[config.mk]
export PLATFORM = sky130hd
export DESIGN_NAME = eulerian_graph_classifier
export DESIGN_NICKNAME = d
export VERILOG_FILES = /design/src/hdl/egc_pkg.sv /design/src/hdl/eulerian_graph_classifier.sv
export SDC_FILE = /design/constraint.sdc
export NUM_CORES = 2
export LEC_CHECK = 0
export ABC_AREA = 0
export BUFFER_PORTS_ARGS = -buffer_cell sky130_fd_sc_hd__buf_2
export CAP_MARGIN = 20
export CORE_UTILIZATION = 65
export CTS_CLUSTER_SIZE = 24
export DETAILED_ROUTE_END_ITERATION = 8
export PLACE_DENSITY = 0.81
export SETUP_SLACK_MARGIN = 0.05
export SYNTH_ARGS = -nofsm -noshare
export SYNTH_HDL_FRONTEND = slang
export SYNTH_SLANG_ARGS = --single-unit
[constraint.sdc]
create_clock -name clk -period 10.99 [get_ports clk]
set_input_delay 3.297 -clock clk [delete_from_list [all_inputs] [get_ports clk]]
set_output_delay 3.297 -clock clk [all_outputs]
set_load 0.02 [all_outputs]
[src/hdl/egc_pkg.sv]
// ----------------------------------------------------------------------------
// egc_pkg: shared types and codes for the Eulerian graph classifier
// Command and result words, operation and verdict codes, sequencer states.
// ----------------------------------------------------------------------------
package egc_pkg;

    localparam int VERTEX_W  = 5;
    localparam int NUM_V_W   = 6;
    localparam int VERDICT_W = 2;
    localparam int ODD_W     = 6;

    localparam logic OP_ADD_EDGE = 1'b0;
    localparam logic OP_EVALUATE = 1'b1;

    localparam logic [VERDICT_W-1:0] VERDICT_NONE  = 2'd0;
    localparam logic [VERDICT_W-1:0] VERDICT_PATH  = 2'd1;
    localparam logic [VERDICT_W-1:0] VERDICT_CYCLE = 2'd2;

    localparam logic [NUM_V_W-1:0] NUM_V_RESET = 6'd32;

    typedef struct packed {
        logic                op;
        logic [VERTEX_W-1:0] vertex_a;
        logic [VERTEX_W-1:0] vertex_b;
    } egc_in_t;

    typedef struct packed {
        logic [VERDICT_W-1:0] verdict;
        logic [ODD_W-1:0]     odd_count;
    } egc_out_t;

    typedef enum logic [1:0] {
        S_IDLE,
        S_SCAN,
        S_SWEEP
    } egc_state_t;

endpackage

[src/hdl/eulerian_graph_classifier.sv]
// ----------------------------------------------------------------------------
// eulerian_graph_classifier: Euler path / cycle test on an undirected graph
// Edge words set bits in an adjacency matrix; an evaluate word walks the rows.
// ----------------------------------------------------------------------------
// Edge words: taken only while idle, busy stays low (1 word/cycle while idle).
// Evaluate: a scan of all MAX_VERTICES rows (start vertex, odd count), then, unless
// no vertex is used, P sweep passes over all MAX_VERTICES rows, one adjacency row per
// cycle, P = growing passes + 1 (at most MAX_VERTICES); done pulses the cycle after.
// The receiver cannot stall: result is updated with done and holds until the next evaluate ends.
// Reset (rst_n low, async) empties the graph and sets num_vertices to 32.
module eulerian_graph_classifier
    import egc_pkg::*;
#(
    parameter int MAX_VERTICES = 32
)
(
    input  logic               clk,
    input  logic               rst_n,
    input  logic               start,
    output logic               busy,
    input  egc_in_t            cmd,
    output logic               done,
    output egc_out_t           result,
    input  logic               cfg_we,
    input  logic [NUM_V_W-1:0] cfg_wdata
);

    localparam int IDX_W = $clog2(MAX_VERTICES);
    localparam int CNT_W = $clog2(MAX_VERTICES + 1);

    logic [MAX_VERTICES-1:0] adj_reg [MAX_VERTICES];
    logic [MAX_VERTICES-1:0] odd_reg;
    logic [MAX_VERTICES-1:0] used_reg;
    logic [MAX_VERTICES-1:0] reached_reg, reached_next;
    logic [NUM_V_W-1:0]      num_v_reg;

    egc_state_t state_reg, state_next;
    logic [IDX_W-1:0] v_reg, v_next;
    logic [CNT_W-1:0] cnt_reg, cnt_next;
    logic             found_reg, found_next;
    logic             changed_reg, changed_next;
    logic             done_reg, done_next;
    egc_out_t         result_reg, result_next;

    logic             add_edge;
    logic             clear_store;
    logic             a_ok, b_ok;
    logic [IDX_W-1:0] a_idx, b_idx;
    logic [MAX_VERTICES-1:0] a_bit, b_bit;
    logic             last_v;
    logic [MAX_VERTICES-1:0] grown;
    logic             chg;

    assign a_idx  = IDX_W'(cmd.vertex_a);
    assign b_idx  = IDX_W'(cmd.vertex_b);
    assign a_bit  = MAX_VERTICES'(1) << a_idx;
    assign b_bit  = MAX_VERTICES'(1) << b_idx;
    assign a_ok   = (NUM_V_W'(cmd.vertex_a) < num_v_reg) && (int'(cmd.vertex_a) < MAX_VERTICES);
    assign b_ok   = (NUM_V_W'(cmd.vertex_b) < num_v_reg) && (int'(cmd.vertex_b) < MAX_VERTICES);
    assign last_v = (v_reg == IDX_W'(MAX_VERTICES - 1));

    // in-place growth: rows of vertices reached earlier in this pass count too
    assign grown = reached_reg | (reached_reg[v_reg] ? adj_reg[v_reg] : '0);
    assign chg   = changed_reg | (grown != reached_reg);

    always_comb
    begin
        state_next   = state_reg;
        v_next       = v_reg;
        cnt_next     = cnt_reg;
        found_next   = found_reg;
        changed_next = changed_reg;
        reached_next = reached_reg;
        done_next    = 1'b0;
        result_next  = result_reg;
        add_edge     = 1'b0;
        clear_store  = 1'b0;

        case (state_reg)
            S_IDLE:
            begin
                if (start)
                begin
                    if (cmd.op == OP_EVALUATE)
                    begin
                        state_next   = S_SCAN;
                        v_next       = '0;
                        cnt_next     = '0;
                        found_next   = 1'b0;
                        reached_next = '0;
                    end
                    else
                    begin
                        add_edge = a_ok && b_ok;
                    end
                end
            end

            S_SCAN:
            begin
                cnt_next = cnt_reg + CNT_W'(odd_reg[v_reg]);
                if (!found_reg && used_reg[v_reg])
                begin
                    reached_next = MAX_VERTICES'(1) << v_reg;
                    found_next   = 1'b1;
                end
                if (last_v)
                begin
                    v_next       = '0;
                    changed_next = 1'b0;
                    if (!found_next)
                    begin
                        // no edges at all
                        result_next.verdict   = VERDICT_CYCLE;
                        result_next.odd_count = ODD_W'(cnt_next);
                        done_next             = 1'b1;
                        clear_store           = 1'b1;
                        state_next            = S_IDLE;
                    end
                    else
                    begin
                        state_next = S_SWEEP;
                    end
                end
                else
                begin
                    v_next = v_reg + IDX_W'(1);
                end
            end

            S_SWEEP:
            begin
                reached_next = grown;
                changed_next = chg;
                if (last_v)
                begin
                    v_next       = '0;
                    changed_next = 1'b0;
                    if (!chg)
                    begin
                        result_next.odd_count = ODD_W'(cnt_reg);
                        if (|(used_reg & ~grown))
                            result_next.verdict = VERDICT_NONE;
                        else if (cnt_reg > CNT_W'(2))
                            result_next.verdict = VERDICT_NONE;
                        else if (cnt_reg != '0)
                            result_next.verdict = VERDICT_PATH;
                        else
                            result_next.verdict = VERDICT_CYCLE;
                        done_next   = 1'b1;
                        clear_store = 1'b1;
                        state_next  = S_IDLE;
                    end
                end
                else
                begin
                    v_next = v_reg + IDX_W'(1);
                end
            end

            default:
            begin
                state_next = S_IDLE;
            end
        endcase
    end

    always_ff @(posedge clk or negedge rst_n)
    begin
        if (!rst_n)
        begin
            state_reg   <= S_IDLE;
            v_reg       <= '0;
            cnt_reg     <= '0;
            found_reg   <= 1'b0;
            changed_reg <= 1'b0;
            done_reg    <= 1'b0;
            num_v_reg   <= NUM_V_RESET;
        end
        else
        begin
            state_reg   <= state_next;
            v_reg       <= v_next;
            cnt_reg     <= cnt_next;
            found_reg   <= found_next;
            changed_reg <= changed_next;
            done_reg    <= done_next;
            if (cfg_we)
                num_v_reg <= cfg_wdata;
        end
    end

    always_ff @(posedge clk)
    begin
        result_reg <= result_next;
    end

    // graph store
    always_ff @(posedge clk or negedge rst_n)
    begin
        if (!rst_n)
        begin
            for (int i = 0; i < MAX_VERTICES; i++)
                adj_reg[i] <= '0;
            odd_reg     <= '0;
            used_reg    <= '0;
            reached_reg <= '0;
        end
        else if (clear_store)
        begin
            for (int i = 0; i < MAX_VERTICES; i++)
                adj_reg[i] <= '0;
            odd_reg     <= '0;
            used_reg    <= '0;
            reached_reg <= '0;
        end
        else
        begin
            reached_reg <= reached_next;
            if (add_edge)
            begin
                for (int i = 0; i < MAX_VERTICES; i++)
                    adj_reg[i] <= adj_reg[i] | (a_bit[i] ? b_bit : '0) | (b_bit[i] ? a_bit : '0);
                used_reg <= used_reg | a_bit | b_bit;
                // a self-loop adds two to the degree
                if (cmd.vertex_a != cmd.vertex_b)
                    odd_reg <= odd_reg ^ a_bit ^ b_bit;
            end
        end
    end

    assign busy   = (state_reg != S_IDLE);
    assign done   = done_reg;
    assign result = result_reg;

endmodule
==> impl_metrics.py <==
metrics = {
    "cts": {
        "cts_root_buf": "clkbuf_16",
        "worst_skew_pair.late_latency_ns": 0.76,
        "cts_hold_buf": 0,
        "post_cts_buffers": 0,
        "numClockSinks": 1150,
        "cts_tree": "built",
        "clkTransAtPathRegs_ns": 0.06,
        "htree_levels": 3,
        "clk_path_buf_depth": 3,
        "cts_made_buffers": 117,
        "postCtsResizedCells": 0,
    },
    "logic_synthesis": {
        "yosysSeqAreaShare": 0.488,
        "synth-async-reset-ratio": 0.993,
        "yosysWarnings": 0,
        "synthesis.instances": 5833,
        "syn_nets": 5875,
        "synth_edf_count": 8,
        "synth_cell_types": 76,
        "yosys_most_used_dff": "dfrtp_1",
        "synth-seq-cells": 1150,
        "synth.avg_cell_area_um2": 10.1,
        "netlist_area_mm2": 0.0591,
    },
    "sta": {
        "hold_viol_final": 0,
        "slew_viol_final": 0,
        "slew_headroom": 0.00466,
        "clock_skew_ns": 0.0382,
        "finalSetupViolCount": 0,
        "tightest_slew_ns": 1.49,
        "rsz0062_at_grt": "no",
        "min_period_over_period": 0.666,
        "worst_slack_ns": 3.67,
        "period_needed_ns": 7.32,
        "final.setup.tns_ns": 0,
        "fmax_ghz": 0.137,
    },
    "floorplanning": {
        "start_util": 0.656,
        "die_h_um": 303,
        "num_rows": 110,
        "io_pins": 31,
        "die_x_um": 303,
        "die-area_mm2": 0.0921,
        "core_region_area_mm2": 0.0900,
    },
    "final_layout": {
        "nFillCells": 6677,
        "multi_input_area_mm2": 0.0266,
        "final_nets": 5597,
        "drive_above_1_share": 0.220,
        "ff_latch_area_mm2": 0.0288,
        "area_delta_synth_final_pct": 5.76,
        "largest_register_ffs": 1024,
    },
    "routing": {
        "ant_nets": 0,
        "dr.pass1.iters": 9,
        "via_count": 50183,
        "avgViaCountPerCell": 7.35,
        "drc": 0,
        "drtIter0Drc": 8367,
        "drt_wl_total_um": 208000,
        "avgRoutedWirePerCell_um": 30.5,
    },
    "worst_setup_path": {
        "criticalPathCategory": "reg2reg",
        "required_ns": 11.59,
        "crit_path_start_kind": "register",
        "reg2reg_to": "adj_reg[117]$_DFFE_PN0P_",
        "cp_max_fo": 90,
        "r2r_setup_slack_ns": 3.67,
        "end_kind": "register",
        "worstPathArrival_ns": 7.92,
        "reg2regPathDepth": 12,
        "r2r-start": "v_reg[1]$_DFFE_PN0P_",
    },
    "grt": {
        "track_usage": 0.454,
        "grt_pass1_wl_um": 308000,
        "first_global_vias": 48591,
        "antenna_found_initial": 10,
        "grt_max_degree": 248,
        "grt_overflow": 0,
    },
    "place": {
        "hpwl_um": 128000,
        "gp_congestion": 1.02,
        "dp_worst_setup_slack_ns": 3.49,
        "port_buffers": 30,
    },
    "min_path": {
        "min_path_cells": 2,
        "min_to": "adj_reg[314]$_DFFE_PN0P_",
        "min_path_type": "reg2reg",
        "hp-start": "adj_reg[314]$_DFFE_PN0P_",
    },
    "pwr": {
        "p_seq_frac": 0.407,
        "power_mw": 11.5,
        "power_frac_clock": 0.356,
        "p_int_mw": 7.61,
        "switching_share": 0.339,
        "power_density_mw_per_mm2": 184,
        "peakVddDrop_uv": 154,
        "comb_power_share": 0.237,
        "static-leakage-power_nw": 27.4,
        "p_switching_mw": 3.91,
    },
    "run": {
        "maxCapViolCount": 0,
    },
    "outcome": {
        "status": "complete, no violations",
    },
}
critical path, stage by stage (launching register included):
cell and delay, ns:
dfrtp_4 0.88, buf_4 0.80, mux4_2 0.60, a22oi_1 0.72, a21oi_1 0.20, nor2_1 0.66
nor2_1 0.11, or4_1 0.60, nor4_4 0.36, a31o_4 0.84, buf_12 0.51, buf_12 0.47
nor2_2 0.09
metrics by stage:
step	hold slack (ns)	area, um^2	utilization	cells
2_1_floorplan	0.456	59100	-	5833
3_3_place_gp	0.467	58400	0.649	6603
3_5_place_dp	0.472	58400	0.649	6604
4_1_cts	0.486	62400	0.693	6819
5_1_grt	0.496	62500	0.694	6827
6_report	0.480	62500	0.694	6831
metal layers:
layer | vias to the layer above | track usage | wire length, um | share of wire
met5 | - | 0.00311 | 98 | 0.00047
met4 | 12 | 0.317 | 18500 | 0.089
met3 | 1176 | 0.209 | 34900 | 0.17
met2 | 4217 | 0.615 | 84300 | 0.40
met1 | 24555 | 0.576 | 70700 | 0.34
li1 | 20223 | - | - | -
cells in the mapped netlist, types with 12 or more instances:
| master | number | share of area |
|---|---|---|
| o21ai_0 | 29 | 0.0025 |
| buf_6 | 28 | 0.0053 |
| and3_1 | 13 | 0.0014 |
| buf_4 | 22 | 0.0028 |
| mux2i_1 | 197 | 0.033 |
| dfrtp_1 | 1141 | 0.48 |
| o221ai_1 | 21 | 0.0031 |
| nor3_1 | 37 | 0.0031 |
| o22ai_1 | 406 | 0.043 |
| xor2_1 | 38 | 0.0056 |
| and2_1 | 12 | 0.0013 |
| nor4_1 | 12 | 0.0013 |
| a21oi_1 | 891 | 0.076 |
| or3_1 | 14 | 0.0015 |
| nand2b_1 | 18 | 0.0019 |
| nand3_1 | 76 | 0.0064 |
| buf_2 | 83 | 0.0070 |
| a22oi_1 | 193 | 0.025 |
| nor2_1 | 931 | 0.059 |
| buf_12 | 66 | 0.022 |
| inv_1 | 36 | 0.0023 |
| mux2_2 | 24 | 0.0046 |
| nor2b_1 | 16 | 0.0017 |
| mux4_2 | 198 | 0.076 |
| ha_1 | 21 | 0.0044 |
| clkbuf_1 | 360 | 0.023 |
| nand2_1 | 139 | 0.0088 |
| a221oi_1 | 12 | 0.0018 |
| nor2_2 | 601 | 0.064 |
| a31oi_1 | 20 | 0.0021 |
cell type report:
class | count | share of cell area
Sequential cell | 1150 | 0.462
Multi-Input combinational cell | 4068 | 0.425
Clock buffer | 177 | 0.0556
Timing Repair Buffer | 177 | 0.0242
Tap cell | 1176 | 0.0236
Clock inverter | 38 | 0.00705
Inverter | 41 | 0.00246
Antenna cell | 4 | 0.000160
power groups by stage:
| stage | Sequential [mW] | Clock, mW | Combinational (mW) |
|---|---|---|---|
| 6_report | 4.69 | 4.10 | 2.72 |
| 5_1_grt | 4.70 | 4.26 | 2.75 |
| 4_1_cts | 4.67 | 4.09 | 2.56 |
| 3_5_place_dp | 4.75 | 0 | 2.55 |
| 3_3_place_gp | 4.74 | 0 | 2.52 |
| 2_1_floorplan | 4.64 | 0 | 1.69 |
cell families after synthesis:
group                    synth area share
flip-flops                          0.488
AND/OR/NAND/NOR                     0.155
multiplexers                        0.113
XOR/XNOR                          0.00623
buffers and inverters              0.0649
AO/OA/AOI/OAI                       0.168
adder cells (fa/ha/maj)           0.00445
worst max path at each step:
stage	startpoint	to	slack (ns)
2_1_floorplan	cmd[6]	odd_reg[10]$_DFFE_PN0P_	5.28
3_5_place_dp	cmd[6]	adj_reg[326]$_DFFE_PN0P_	3.49
3_3_place_gp	cmd[6]	adj_reg[260]$_DFFE_PN0P_	3.55
5_1_grt	v_reg[1]$_DFFE_PN0P_	adj_reg[117]$_DFFE_PN0P_	3.74
6_report	v_reg[1]$_DFFE_PN0P_	adj_reg[117]$_DFFE_PN0P_	3.67
4_1_cts	v_reg[1]$_DFFE_PN0P_	adj_reg[117]$_DFFE_PN0P_	4.10
layout by cell type (no fill, tap or decap), types with 33 or more instances in the layout:
cell / netlist / routed
mux4_2: 198 / 198
xor2_1: 38 / 38
o22ai_1: 406 / 406
a22oi_1: 193 / 193
clkbuf_8: 0 / 33
dfrtp_1: 1141 / 1136
nand2_1: 139 / 139
nand3_1: 76 / 76
nor2_1: 931 / 929
inv_1: 36 / 36
a21oi_1: 891 / 891
nor2_2: 601 / 603
clkbuf_16: 0 / 117
mux2i_1: 197 / 197
buf_4: 22 / 124
Note: power is estimated with default switching activity, not from simulation.
